## config.mk

```make
export PLATFORM = sky130hd
export DESIGN_NAME = windowed_frame_rate_meter
export DESIGN_NICKNAME = d
export VERILOG_FILES = /design/src/rtl/wfrm_pkg.sv /design/src/rtl/windowed_frame_rate_meter.sv
export VERILOG_INCLUDE_DIRS = /design/src /design/src/rtl
export SDC_FILE = /design/constraint.sdc
export NUM_CORES = 2
export LEC_CHECK = 0
export BUFFER_PORTS_ARGS = -buffer_cell sky130_fd_sc_hd__buf_2
export CORE_MARGIN = 5
export CORE_UTILIZATION = 63
export CTS_CLUSTER_DIAMETER = 30
export DETAILED_ROUTE_END_ITERATION = 10
export GPL_ROUTABILITY_DRIVEN = 0
export PLACE_DENSITY_LB_ADDON = 0.25
export SLEW_MARGIN = 15
export SYNTH_ARGS = -nofsm -noshare
export SYNTH_HDL_FRONTEND = slang
export SYNTH_SLANG_ARGS = --single-unit
```

## constraint.sdc

```tcl
create_clock -name i_clk -period 28.6 [get_ports i_clk]
set_clock_uncertainty 0.2 [all_clocks]
set_input_delay 2.86 -clock i_clk [delete_from_list [all_inputs] [get_ports i_clk]]
set_output_delay 2.86 -clock i_clk [all_outputs]
set_load 0.01 [all_outputs]
```

## src/rtl/windowed_frame_rate_meter_macros.svh

```systemverilog
// Assertion helpers for the frame-rate meter.
`ifndef WINDOWED_FRAME_RATE_METER_MACROS_SVH
`define WINDOWED_FRAME_RATE_METER_MACROS_SVH

// Check that a condition holds at every clock edge outside reset
`define WFRM_ASSERT_HOLDS(label, clk, rst_n, cond, msg) \
    label: assert property (@(posedge clk) disable iff (!rst_n) (cond)) else $error(msg);

// Check that a consequence holds in the same cycle as its cause
`define WFRM_ASSERT_IMPLIES(label, clk, rst_n, ante, cons, msg) \
    label: assert property (@(posedge clk) disable iff (!rst_n) (ante) |-> (cons)) \
        else $error(msg);

// Check that a consequence holds in the cycle after its cause
`define WFRM_ASSERT_NEXT(label, clk, rst_n, ante, cons, msg) \
    label: assert property (@(posedge clk) disable iff (!rst_n) (ante) |=> (cons)) \
        else $error(msg);

`endif

```

## src/rtl/wfrm_pkg.sv

```systemverilog
`timescale 1ns / 1ps
package wfrm_pkg;

    // Ring geometry
    localparam int DEFAULT_HISTORY_DEPTH = 10;

    // Nanoseconds per second; the Q24.8 scaling is a shift of eight
    localparam logic [29:0] NS_PER_S = 30'd1000000000;

    // Dividend width: 64-bit frames times 30-bit constant, shifted by eight
    localparam int PROD_W = 94;
    localparam int DVD_W  = PROD_W + 8;
    localparam int DIV_STEPS = DVD_W;

    // Reset values
    localparam logic [23:0] RESET_SAMPLE_INTERVAL = 24'd15;
    localparam logic [7:0]  RESET_NORMAL_INTERVAL = 8'd10;

    // Configuration register indexes
    localparam logic [0:0] CFG_FAST_FORWARD    = 1'd0;
    localparam logic [0:0] CFG_NORMAL_INTERVAL = 1'd1;

    // One ring entry
    typedef struct packed {
        logic [63:0] frame_count;
        logic [63:0] real_time_ns;
        logic [63:0] logical_time_ns;
    } t_entry;

endpackage

```

## src/rtl/windowed_frame_rate_meter.sv

```systemverilog
`timescale 1ns / 1ps
// Windowed frame-rate meter.
// Input channel (i_valid / o_ready): one transaction per frame tick, carrying
// the running frame number and real and logical time stamps in ns.
// Output channel (o_valid / i_ready): frames per real and logical second in
// unsigned Q24.8, saturated, with a flag for each zero elapsed time.
// Configuration: i_cfg_we writes register i_cfg_idx (0 fast_forward,
// 1 normal_interval) from i_cfg_data with no wait.
// A tick that takes no sample leaves the block idle. A sampling tick reads and
// rewrites one history entry and, once the ring is full, forms the differences,
// both multiplier halves and their sum, then runs two restoring dividers in
// parallel over a 102-bit dividend, one quotient bit per cycle.
// A result is produced only on a sampling tick after the ring has wrapped.
// Reset clears the ring pointer, fill flag, tick counter and control registers; the
// history memory needs no clearing since unfilled entries are never reported.
// If the receiver stalls, the finished result waits in the output register and
// the next tick is still taken; a further result holds the block until the
// output register frees up.
`include "windowed_frame_rate_meter_macros.svh"
module windowed_frame_rate_meter #(
    parameter int HISTORY_DEPTH = wfrm_pkg::DEFAULT_HISTORY_DEPTH
) (
    input  logic        i_clk,
    input  logic        i_rst_n,
    input  logic        i_cfg_we,
    input  logic [0:0]  i_cfg_idx,
    input  logic [7:0]  i_cfg_data,
    input  logic        i_valid,
    output logic        o_ready,
    input  logic [63:0] i_frame_count,
    input  logic [63:0] i_real_time_ns,
    input  logic [63:0] i_logical_time_ns,
    output logic        o_valid,
    input  logic        i_ready,
    output logic [31:0] o_real_rate,
    output logic [31:0] o_logical_rate,
    output logic        o_real_time_stalled,
    output logic        o_logical_time_stalled
);
    import wfrm_pkg::*;

    localparam int SLOT_W = (HISTORY_DEPTH > 1) ? $clog2(HISTORY_DEPTH) : 1;
    localparam logic [SLOT_W-1:0] LAST_SLOT = SLOT_W'(HISTORY_DEPTH - 1);
    localparam int CNT_W = $clog2(DIV_STEPS);
    localparam logic [CNT_W-1:0] CNT_LAST = CNT_W'(DIV_STEPS - 1);

    localparam logic [2:0] S_IDLE   = 3'd0;
    localparam logic [2:0] S_DIFF   = 3'd1;
    localparam logic [2:0] S_MUL_LO = 3'd2;
    localparam logic [2:0] S_MUL_HI = 3'd3;
    localparam logic [2:0] S_SUM    = 3'd4;
    localparam logic [2:0] S_DIV    = 3'd5;
    localparam logic [2:0] S_OUT    = 3'd6;

    logic [2:0]        r_state;
    logic              r_ff;
    logic [7:0]        r_normal;
    logic [23:0]       r_tick;
    logic [23:0]       r_interval;
    logic [SLOT_W-1:0] r_slot;
    logic              r_full;
    t_entry            r_in;
    t_entry            r_rd;
    t_entry            mem [HISTORY_DEPTH];
    logic [63:0]       r_dfr, r_drt, r_dlt;
    logic [61:0]       r_prod_lo, r_prod_hi;
    logic [DVD_W-1:0]  r_dvd;
    logic [CNT_W-1:0]  r_cnt;
    logic [63:0]       r_rem_r, r_rem_l;
    logic [31:0]       r_q_r, r_q_l;
    logic              r_sat_r, r_sat_l;
    logic              r_out_valid;
    logic [31:0]       r_out_rr, r_out_lr;
    logic              r_out_rs, r_out_ls;

    logic              w_accept;
    logic [23:0]       n_tick;
    logic [23:0]       n_interval;
    logic              w_sample;
    logic              w_mem_we;
    logic [31:0]       w_mul_a;
    logic [61:0]       w_mul_p;
    logic [PROD_W-1:0] w_prod;
    logic [64:0]       n_trial_r, n_trial_l;
    logic              n_qbit_r, n_qbit_l;
    logic [63:0]       n_rem_r, n_rem_l;
    logic [31:0]       n_rr, n_lr;
    logic              w_out_load;

    // Input handshake and tick decimation
    assign o_ready    = (r_state == S_IDLE);
    assign w_accept   = i_valid && o_ready;
    assign n_interval = r_ff ? r_interval : {16'd0, r_normal};
    assign n_tick     = r_tick + 24'd1;
    assign w_sample   = !(n_tick < n_interval);
    assign w_mem_we   = (r_state == S_DIFF);

    // Share one 32 x 30 multiplier between the two halves of the frame count
    assign w_mul_a = (r_state == S_MUL_LO) ? r_dfr[31:0] : r_dfr[63:32];
    assign w_mul_p = {30'd0, w_mul_a} * {32'd0, NS_PER_S};
    assign w_prod  = {32'd0, r_prod_lo} + {r_prod_hi, 32'd0};

    // One restoring step for each divisor
    always_comb begin
        n_trial_r = {r_rem_r, r_dvd[DVD_W-1]};
        n_trial_l = {r_rem_l, r_dvd[DVD_W-1]};
        n_qbit_r  = (n_trial_r >= {1'b0, r_drt});
        n_qbit_l  = (n_trial_l >= {1'b0, r_dlt});
        n_rem_r   = n_qbit_r ? 64'(n_trial_r - {1'b0, r_drt}) : n_trial_r[63:0];
        n_rem_l   = n_qbit_l ? 64'(n_trial_l - {1'b0, r_dlt}) : n_trial_l[63:0];
    end

    // Saturate, and force zero where the elapsed time was zero
    always_comb begin
        n_rr = (r_drt == 64'd0) ? 32'd0 : (r_sat_r ? 32'hFFFF_FFFF : r_q_r);
        n_lr = (r_dlt == 64'd0) ? 32'd0 : (r_sat_l ? 32'hFFFF_FFFF : r_q_l);
    end

    assign w_out_load = (r_state == S_OUT) && (!r_out_valid || i_ready);

    // History memory: registered read on a sampling tick, write-back in the next cycle.
    // The sequencer does not return to idle before the write, so a read never
    // meets an entry still in flight.
    always_ff @(posedge i_clk) begin
        if (w_mem_we) begin
            mem[r_slot] <= r_in;
        end
        if (w_accept && w_sample) begin
            r_rd <= mem[r_slot];
        end
    end

    // Configuration registers
    always_ff @(posedge i_clk) begin
        if (!i_rst_n) begin
            r_ff     <= 1'b0;
            r_normal <= RESET_NORMAL_INTERVAL;
        end else if (i_cfg_we) begin
            case (i_cfg_idx)
                CFG_FAST_FORWARD:    r_ff     <= i_cfg_data[0];
                CFG_NORMAL_INTERVAL: r_normal <= i_cfg_data;
                default: ;
            endcase
        end
    end

    // Sequencer and control state
    always_ff @(posedge i_clk) begin
        if (!i_rst_n) begin
            r_state    <= S_IDLE;
            r_tick     <= 24'd0;
            r_interval <= RESET_SAMPLE_INTERVAL;
            r_slot     <= '0;
            r_full     <= 1'b0;
            r_cnt      <= '0;
        end else begin
            case (r_state)
                S_IDLE: begin
                    if (w_accept) begin
                        r_interval <= n_interval;
                        if (w_sample) begin
                            r_tick  <= 24'd0;
                            r_state <= S_DIFF;
                        end else begin
                            r_tick <= n_tick;
                        end
                    end
                end
                S_DIFF: begin
                    // Advance the ring; report only once it has wrapped before
                    if (r_slot == LAST_SLOT) begin
                        r_slot <= '0;
                        r_full <= 1'b1;
                    end else begin
                        r_slot <= r_slot + SLOT_W'(1);
                    end
                    r_state <= r_full ? S_MUL_LO : S_IDLE;
                end
                S_MUL_LO: r_state <= S_MUL_HI;
                S_MUL_HI: r_state <= S_SUM;
                S_SUM: begin
                    r_cnt   <= CNT_LAST;
                    r_state <= S_DIV;
                end
                S_DIV: begin
                    r_cnt <= r_cnt - CNT_W'(1);
                    if (r_cnt == '0) begin
                        r_state <= S_OUT;
                    end
                end
                S_OUT: begin
                    if (w_out_load) begin
                        if (r_ff) begin
                            r_interval <= {2'd0, n_rr[31:10]};
                        end
                        r_state <= S_IDLE;
                    end
                end
                default: r_state <= S_IDLE;
            endcase
        end
    end

    // Datapath registers
    always_ff @(posedge i_clk) begin
        if (w_accept) begin
            r_in.frame_count     <= i_frame_count;
            r_in.real_time_ns    <= i_real_time_ns;
            r_in.logical_time_ns <= i_logical_time_ns;
        end
        if (r_state == S_DIFF) begin
            r_dfr <= r_in.frame_count - r_rd.frame_count;
            r_drt <= r_in.real_time_ns - r_rd.real_time_ns;
            r_dlt <= r_in.logical_time_ns - r_rd.logical_time_ns;
        end
        if (r_state == S_MUL_LO) begin
            r_prod_lo <= w_mul_p;
        end
        if (r_state == S_MUL_HI) begin
            r_prod_hi <= w_mul_p;
        end
        if (r_state == S_SUM) begin
            r_dvd   <= {w_prod, 8'd0};
            r_rem_r <= 64'd0;
            r_rem_l <= 64'd0;
            r_q_r   <= 32'd0;
            r_q_l   <= 32'd0;
            r_sat_r <= 1'b0;
            r_sat_l <= 1'b0;
        end
        if (r_state == S_DIV) begin
            // Shift one dividend bit into both remainders; a quotient bit
            // leaving the 32-bit window marks saturation
            r_dvd   <= {r_dvd[DVD_W-2:0], 1'b0};
            r_rem_r <= n_rem_r;
            r_rem_l <= n_rem_l;
            r_q_r   <= {r_q_r[30:0], n_qbit_r};
            r_q_l   <= {r_q_l[30:0], n_qbit_l};
            r_sat_r <= r_sat_r | r_q_r[31];
            r_sat_l <= r_sat_l | r_q_l[31];
        end
    end

    // Output register
    always_ff @(posedge i_clk) begin
        if (!i_rst_n) begin
            r_out_valid <= 1'b0;
        end else if (w_out_load) begin
            r_out_valid <= 1'b1;
        end else if (i_ready) begin
            r_out_valid <= 1'b0;
        end
    end

    always_ff @(posedge i_clk) begin
        if (w_out_load) begin
            r_out_rr <= n_rr;
            r_out_lr <= n_lr;
            r_out_rs <= (r_drt == 64'd0);
            r_out_ls <= (r_dlt == 64'd0);
        end
    end

    assign o_valid                = r_out_valid;
    assign o_real_rate            = r_out_rr;
    assign o_logical_rate         = r_out_lr;
    assign o_real_time_stalled    = r_out_rs;
    assign o_logical_time_stalled = r_out_ls;

    // Checks
    `WFRM_ASSERT_HOLDS(a_slot_range, i_clk, i_rst_n, r_slot <= LAST_SLOT, "ring slot out of range")
    `WFRM_ASSERT_IMPLIES(a_div_full, i_clk, i_rst_n, r_state == S_DIV, r_full, "division before ring full")
    `WFRM_ASSERT_IMPLIES(a_stall_zero, i_clk, i_rst_n, o_valid && o_real_time_stalled, o_real_rate == 32'd0, "stalled real time with nonzero rate")
    `WFRM_ASSERT_NEXT(a_load_shows, i_clk, i_rst_n, w_out_load, o_valid && r_state == S_IDLE, "loaded result not presented")

endmodule

```

# Word level (Yosys, flattened, before mapping)
# Memories as Yosys holds them, arrays and structs flattened. A register that Yosys moved wholly into a read port is not among the register bits.
# Cells that the tools add are included.
# classes
addsub	9
n_mul	1
magnitude_cmp	3
n_eq_ne	12
muxes	35
bitwise_logic	3
n_reduce_logical	19
# ops
operator	n
$mux W64	5
$sub A64 B64 Y64	5
$mux W32	7
$mux W102	2
$ge A65 B64 Y1	2
$logic_not A64 Y1	2
$mux W24	5
$add A62 B94 Y94	1
$mul A32 B21 Y53 const B	1
$pmux W24 S2	1
$add A24 B1 Y24 const B	1
$lt A24 B24 Y1	1
$pmux W3 S7	1
$pmux W7 S2	1
$mux W3	4
$eq A3 B3 Y1 const B	3
$ne A2 B2 Y1 const B	4
$reduce_and A2 Y1	4
$reduce_and A4 Y1	2
$logic_not A7 Y1	1
$mux W1	7
$sub A7 B1 Y7 const B	1
$eq A3 B2 Y1 const B	2
$reduce_bool A2 Y1	3
other kinds (12)	16
# word_totals
reg_bits	917
ram_bits	1920
inputBits	206
out_inout_bits	68
word_cells	113
n_memories	1
# memory_table
memory	depth	word_bits	rd	rd_ports_with_merged_regs	wr	line	rtl
mem	10	192	1	1	1	windowed_frame_rate_meter.sv:64	t_entry mem [HISTORY_DEPTH];

# Depth between registers and ports, before layout
# depth
depth_word	5
ltp_mapped	35
ltp_nobuf	30

# Worst setup path after synthesis
# No wires, ideal clock.
# synth_path
path_type	register to register
from	reg r_state[0]
to	mem mem[1][0] in the netlist's numbering, enable pin
setup_ps	1214
t_arrival_ps	23265
t_required_ps	27186
path_slack_ps	3922
stages_incl_launch_ff	6
path_buffers	1
synth_period_minus_slack_ps	24678
path_cell_list	dfxtp_1 > clkbuf_1 > nand2_1 > inv_1 > nand2_1 > nor4_1
# synth_between
elab_chain_cells	3
# synth_rtl
item	line	rtl
start, declared	windowed_frame_rate_meter.sv:55	logic [2:0] r_state;
start signal, assigned	windowed_frame_rate_meter.sv:177	r_state <= r_full ? S_MUL_LO : S_IDLE;
$eq A3 B1 Y1	windowed_frame_rate_meter.sv:96	assign w_mem_we = (r_state == S_DIFF);
$mux W1	windowed_frame_rate_meter.sv:125	if (w_mem_we) begin
$mux W1 (not written as such)	windowed_frame_rate_meter.sv:126	mem[r_slot] <= r_in;
end, declared	windowed_frame_rate_meter.sv:64	
# No other way between the ends.

# Worst setup path after layout
# layout_path
from	reg r_state[2]
to	reg r_prod_lo[61] (data pin)
# layout_between
elab_chain_cells	3
# layout_rtl
item	line	rtl
$eq A3 B2 Y1	windowed_frame_rate_meter.sv:99	assign w_mul_a = (r_state == S_MUL_LO) ? r_dfr[31:0] : r_dfr[63:32];
$mux W32	windowed_frame_rate_meter.sv:99	
$mul A32 B21 Y53	windowed_frame_rate_meter.sv:100	assign w_mul_p = {30'd0, w_mul_a} * {32'd0, NS_PER_S};
via w_mul_p[61]	windowed_frame_rate_meter.sv:82	logic [61:0] w_mul_p;
end signal, assigned	windowed_frame_rate_meter.sv:217	r_prod_lo <= w_mul_p;
end, declared	windowed_frame_rate_meter.sv:66	logic [61:0] r_prod_lo, r_prod_hi;
# The timed path passes the listed nets, and every way through them passes these cells.
# A chain may end at the register's enable or synchronous reset.

==> flow_summary_export.csv <==
group,metric,value,unit
power_and_ir_drop,switching_share,0.233,
grt,grt_pass1_wl,541000,um
synth,synth_top_area_frac,0.608,
power_and_ir_drop,p_per_area,72.9,nW/um2
detailed_routing,met1Wirelength,139000,um
critical_path,endpoint_kind,"flip-flop",
floorplanning,die-width,491,um
detailed_routing,vias_per_cell,6.31,
layout,synthToLayoutAreaGrowth,15.2,%
critical_path,arrival,9610,ps
synth,yosys-mux-area-fraction,0.0801,
timing,setup_viol,0,
layout,nets,11759,
synth,yosysWarnings,0,
clocking,clkLatencyLatePin,970,ps
detailed_routing,first_pass_iters,8,
detailed_routing,highest_layer,"met4",
critical_path,slowest_delay,980,ps
floorplanning,fp-row-count,176,
timing,period_share,0.321,
critical_path,path_cells,"nor2_1 > and2_4 > mux2i_1 > xnor2_1 > fa_1 > fa_1 > fa_1 > fa_1 > fa_1 > inv_1 > fa_1 > ha_1 > a21o_1 > a21o_1 > a21o_1 > a211o_1 > a21oi_1 > o211ai_1 > a21oi_1 > o311a_1 > o211ai_1 > a221o_1 > nor4_1 > nor3_1",
critical_path,cp_slowest_cell,"mux2i_1",
synth,ys_top_cells_by_count,"2947 x edfxtp_1, 908 x inv_1, 660 x a21oi_1, 622 x ha_1, 518 x nor2_1",
timing,hold_viol_final,0,
hold_path,hp-class,"reg2reg",
detailed_routing,drc,0,
synth,yosys.area_share.simple,0.0624,
synth,synth_ff_type,"edfxtp_1",
layout,multi_input_comb_area,50600,um2
layout,layout-drive-gt1-share,0.150,
grt,gr-usage-all-layers,0.290,
detailed_routing,dr_wl_met3,31000,um
synth,synth_area_leaders,"edfxtp_1 61%, mux4_2 5.9%, ha_1 5.3%",
layout,seq_area,90000,um2
status,status,"finished, final reports clean",
synth,ys_seq_elements,3020,
clocking,postCtsHoldBufs,0,
grt,antenna_found_initial,6,
synth,synth_xor_xnor_area_share,0.0260,
synth,yosys.cell_count.top_type,"edfxtp_1",
timing,worst_slack,19420,ps
layout,final_util,0.729,
timing,worstMarginPinSlew,1170,ps
clocking,h-tree-depth,6,
floorplanning,boundaryPins,274,
synth,async_reset_ff_frac,0,
power_and_ir_drop,p_clk_frac,0.510,
clocking,cts_tree,"yes",
critical_path,critPathKind,"reg2reg",
detailed_routing,vias,88688,
clocking,clockBufferDepth,4,
synth,synth_cell_types,87,
synth,avgSynthCellArea,14.3,um2
floorplanning,core,230000,um2
clocking,cts_setup_buffers,0,
critical_path,crit_top_cell,"fa_1",
synth,synth_edf_count,2947,
power_and_ir_drop,internal_power,9.37,mW
detailed_routing,drtIter0Drc,9490,
power_and_ir_drop,switching_power,2.85,mW
job,drv_cap,0,
power_and_ir_drop,vdd_ir_drop_max,0.0735,mV
detailed_routing,met2WireLength,168000,um
layout,num-fill-cells,13817,
clocking,clock-sinks,3020,
grt,grt_max_degree,155,
timing,max_freq,109,MHz
critical_path,crit_family,"adder cells",
synth,synth_top_family_by_area,"adder cells",
synth,yosys.area.top_type,"edfxtp_1",
placed_design,pre_cts_slack,19540,ps
critical_path,critPathBufInv,1,
placed_design,dpl.hpwl,210000,um
detailed_routing,routed_wl,351000,um
power_and_ir_drop,p_leak,62.7,nW
synth,ys_seq_area_frac,0.618,
synth,synth_area,146000,um2
critical_path,start_kind,"flip-flop",
power_and_ir_drop,p_comb_frac,0.079,
detailed_routing,antenna_left,0,
timing,setup_tns,0,ps
timing,rsz0062_at_grt,"no",
clocking,root_buffer,"clkbuf_16",
floorplanning,die_height,491,um
clocking,post_cts_resized,0,
synth,syn_nets,11291,
critical_path,path_max_fanout,33,
grt,grt_pass1_vias,91624,
placed_design,portBuffers,273,
floorplanning,initial_core_util,0.633,
timing,hold_ws,264,ps
timing,period_minus_slack,9180,ps
clocking,cts.clk_slew.worst_paths,50,ps
critical_path,required,29030,ps
grt,overflow,0,
detailed_routing,wl_per_cell,25.0,um
timing,slew_headroom,0.215,
clocking,cts_buffers,534,
synth,synthAdderAreaFrac,0.0961,
floorplanning,die-area,241000,um2
synth,syn_inst,10153,
timing,slew_viol_final,0,
power_and_ir_drop,p_total,12.2,mW
power_and_ir_drop,seqPwrFrac,0.411,
synth,synth-compound-area-share,0.0820,
[logic make-up after synthesis]
family / after synthesis
flops: 3020
mux: 683
xor+xnor: 432
simple gates: 1875
buf+inv: 1335
fa+ha+maj: 932
compound gates: 1876
[area by class of cell]
type / count / share of cell area
Antenna cell: 9 / 0.000134
Clock buffer: 592 / 0.0825
Clock inverter: 345 / 0.0231
Inverter: 908 / 0.0205
Multi-Input combinational cell: 5798 / 0.302
Sequential cell: 3020 / 0.537
Tap cell: 3026 / 0.0226
Timing Repair Buffer: 359 / 0.0130
[sequential cells by signal (all words and copies together), names as in the netlist, 53 cells and up]
register and flops:
mem 1920, r_dfr 64, r_dlt 64, r_drt 64, r_dvd 85, r_in 192
r_prod_hi 53, r_prod_lo 53, r_rd 192, r_rem_l 64, r_rem_r 64
[routing by layer]
metal,track usage,vias to the layer above
li1,-,39037
met1,0.400,44246
met2,0.469,4561
met3,0.0536,844
met4,0.106,0
met5,0,-
[power by group through the flow]
| stage | registers (mW) | logic (mW) | clock network [mW] |
|---|---|---|---|
| after floorplan | 5.08 | 0.690 | 0 |
| after detailed placement | 5.10 | 0.938 | 0 |
| after global placement | 5.10 | 0.912 | 0 |
| final | 5.02 | 0.961 | 6.24 |
| after global routing | 5.02 | 1.07 | 6.54 |
| after CTS | 5.02 | 0.948 | 6.31 |
[layout by cell type, fill, tap and decap left out, types with 68 or more instances in the layout]
cell type / count
fa_1: 310
and3_1: 122
edfxtp_1: 2947
buf_2: 273
a21o_1: 255
o21ai_0: 290
mux4_2: 384
mux2i_1: 287
dfxtp_1: 68
a211oi_1: 216
nor2b_1: 258
nor2_1: 511
nand2_1: 467
inv_1: 905
nand4_1: 99
xor2_1: 176
ha_1: 622
a21oi_1: 660
buf_4: 73
clkbuf_16: 545
nand3_1: 150
xnor2_1: 256
[worst paths after layout]
kind / cells past startpoint / endpoint / from / slack (ps)
worst max-delay path: 24 / r_prod_lo[61] / r_state[2] / 19420
worst min-delay path: 2 / r_interval[14] / r_interval[14] / 260
worst max register to register: 24 / r_prod_lo[61] / r_state[2] / 19420
worst min register to register: 2 / r_interval[14] / r_interval[14] / 260
[worst reg2reg max path, stage by stage, from the launching register on]
cell and delay (ps):
dfxtp_1 410, nor2_1 200, and2_4 530, mux2i_1 1040
xnor2_1 410, fa_1 620, fa_1 440, fa_1 540
fa_1 450, fa_1 490, inv_1 50, fa_1 460
ha_1 380, a21o_1 200, a21o_1 190, a21o_1 180
a211o_1 280, a21oi_1 200, o211ai_1 170, a21oi_1 300
o311a_1 260, o211ai_1 130, a221o_1 390, nor4_1 270
nor3_1 100
[per-stage QoR]
stage,cell area (um2),std cells
floorplan,146000,10153
global placement,150000,13111
detailed placement,150000,13111
CTS,168000,14048
global route,168000,14050
finish,168000,14057
No activity file was read; power rests on OpenSTA's default activity.
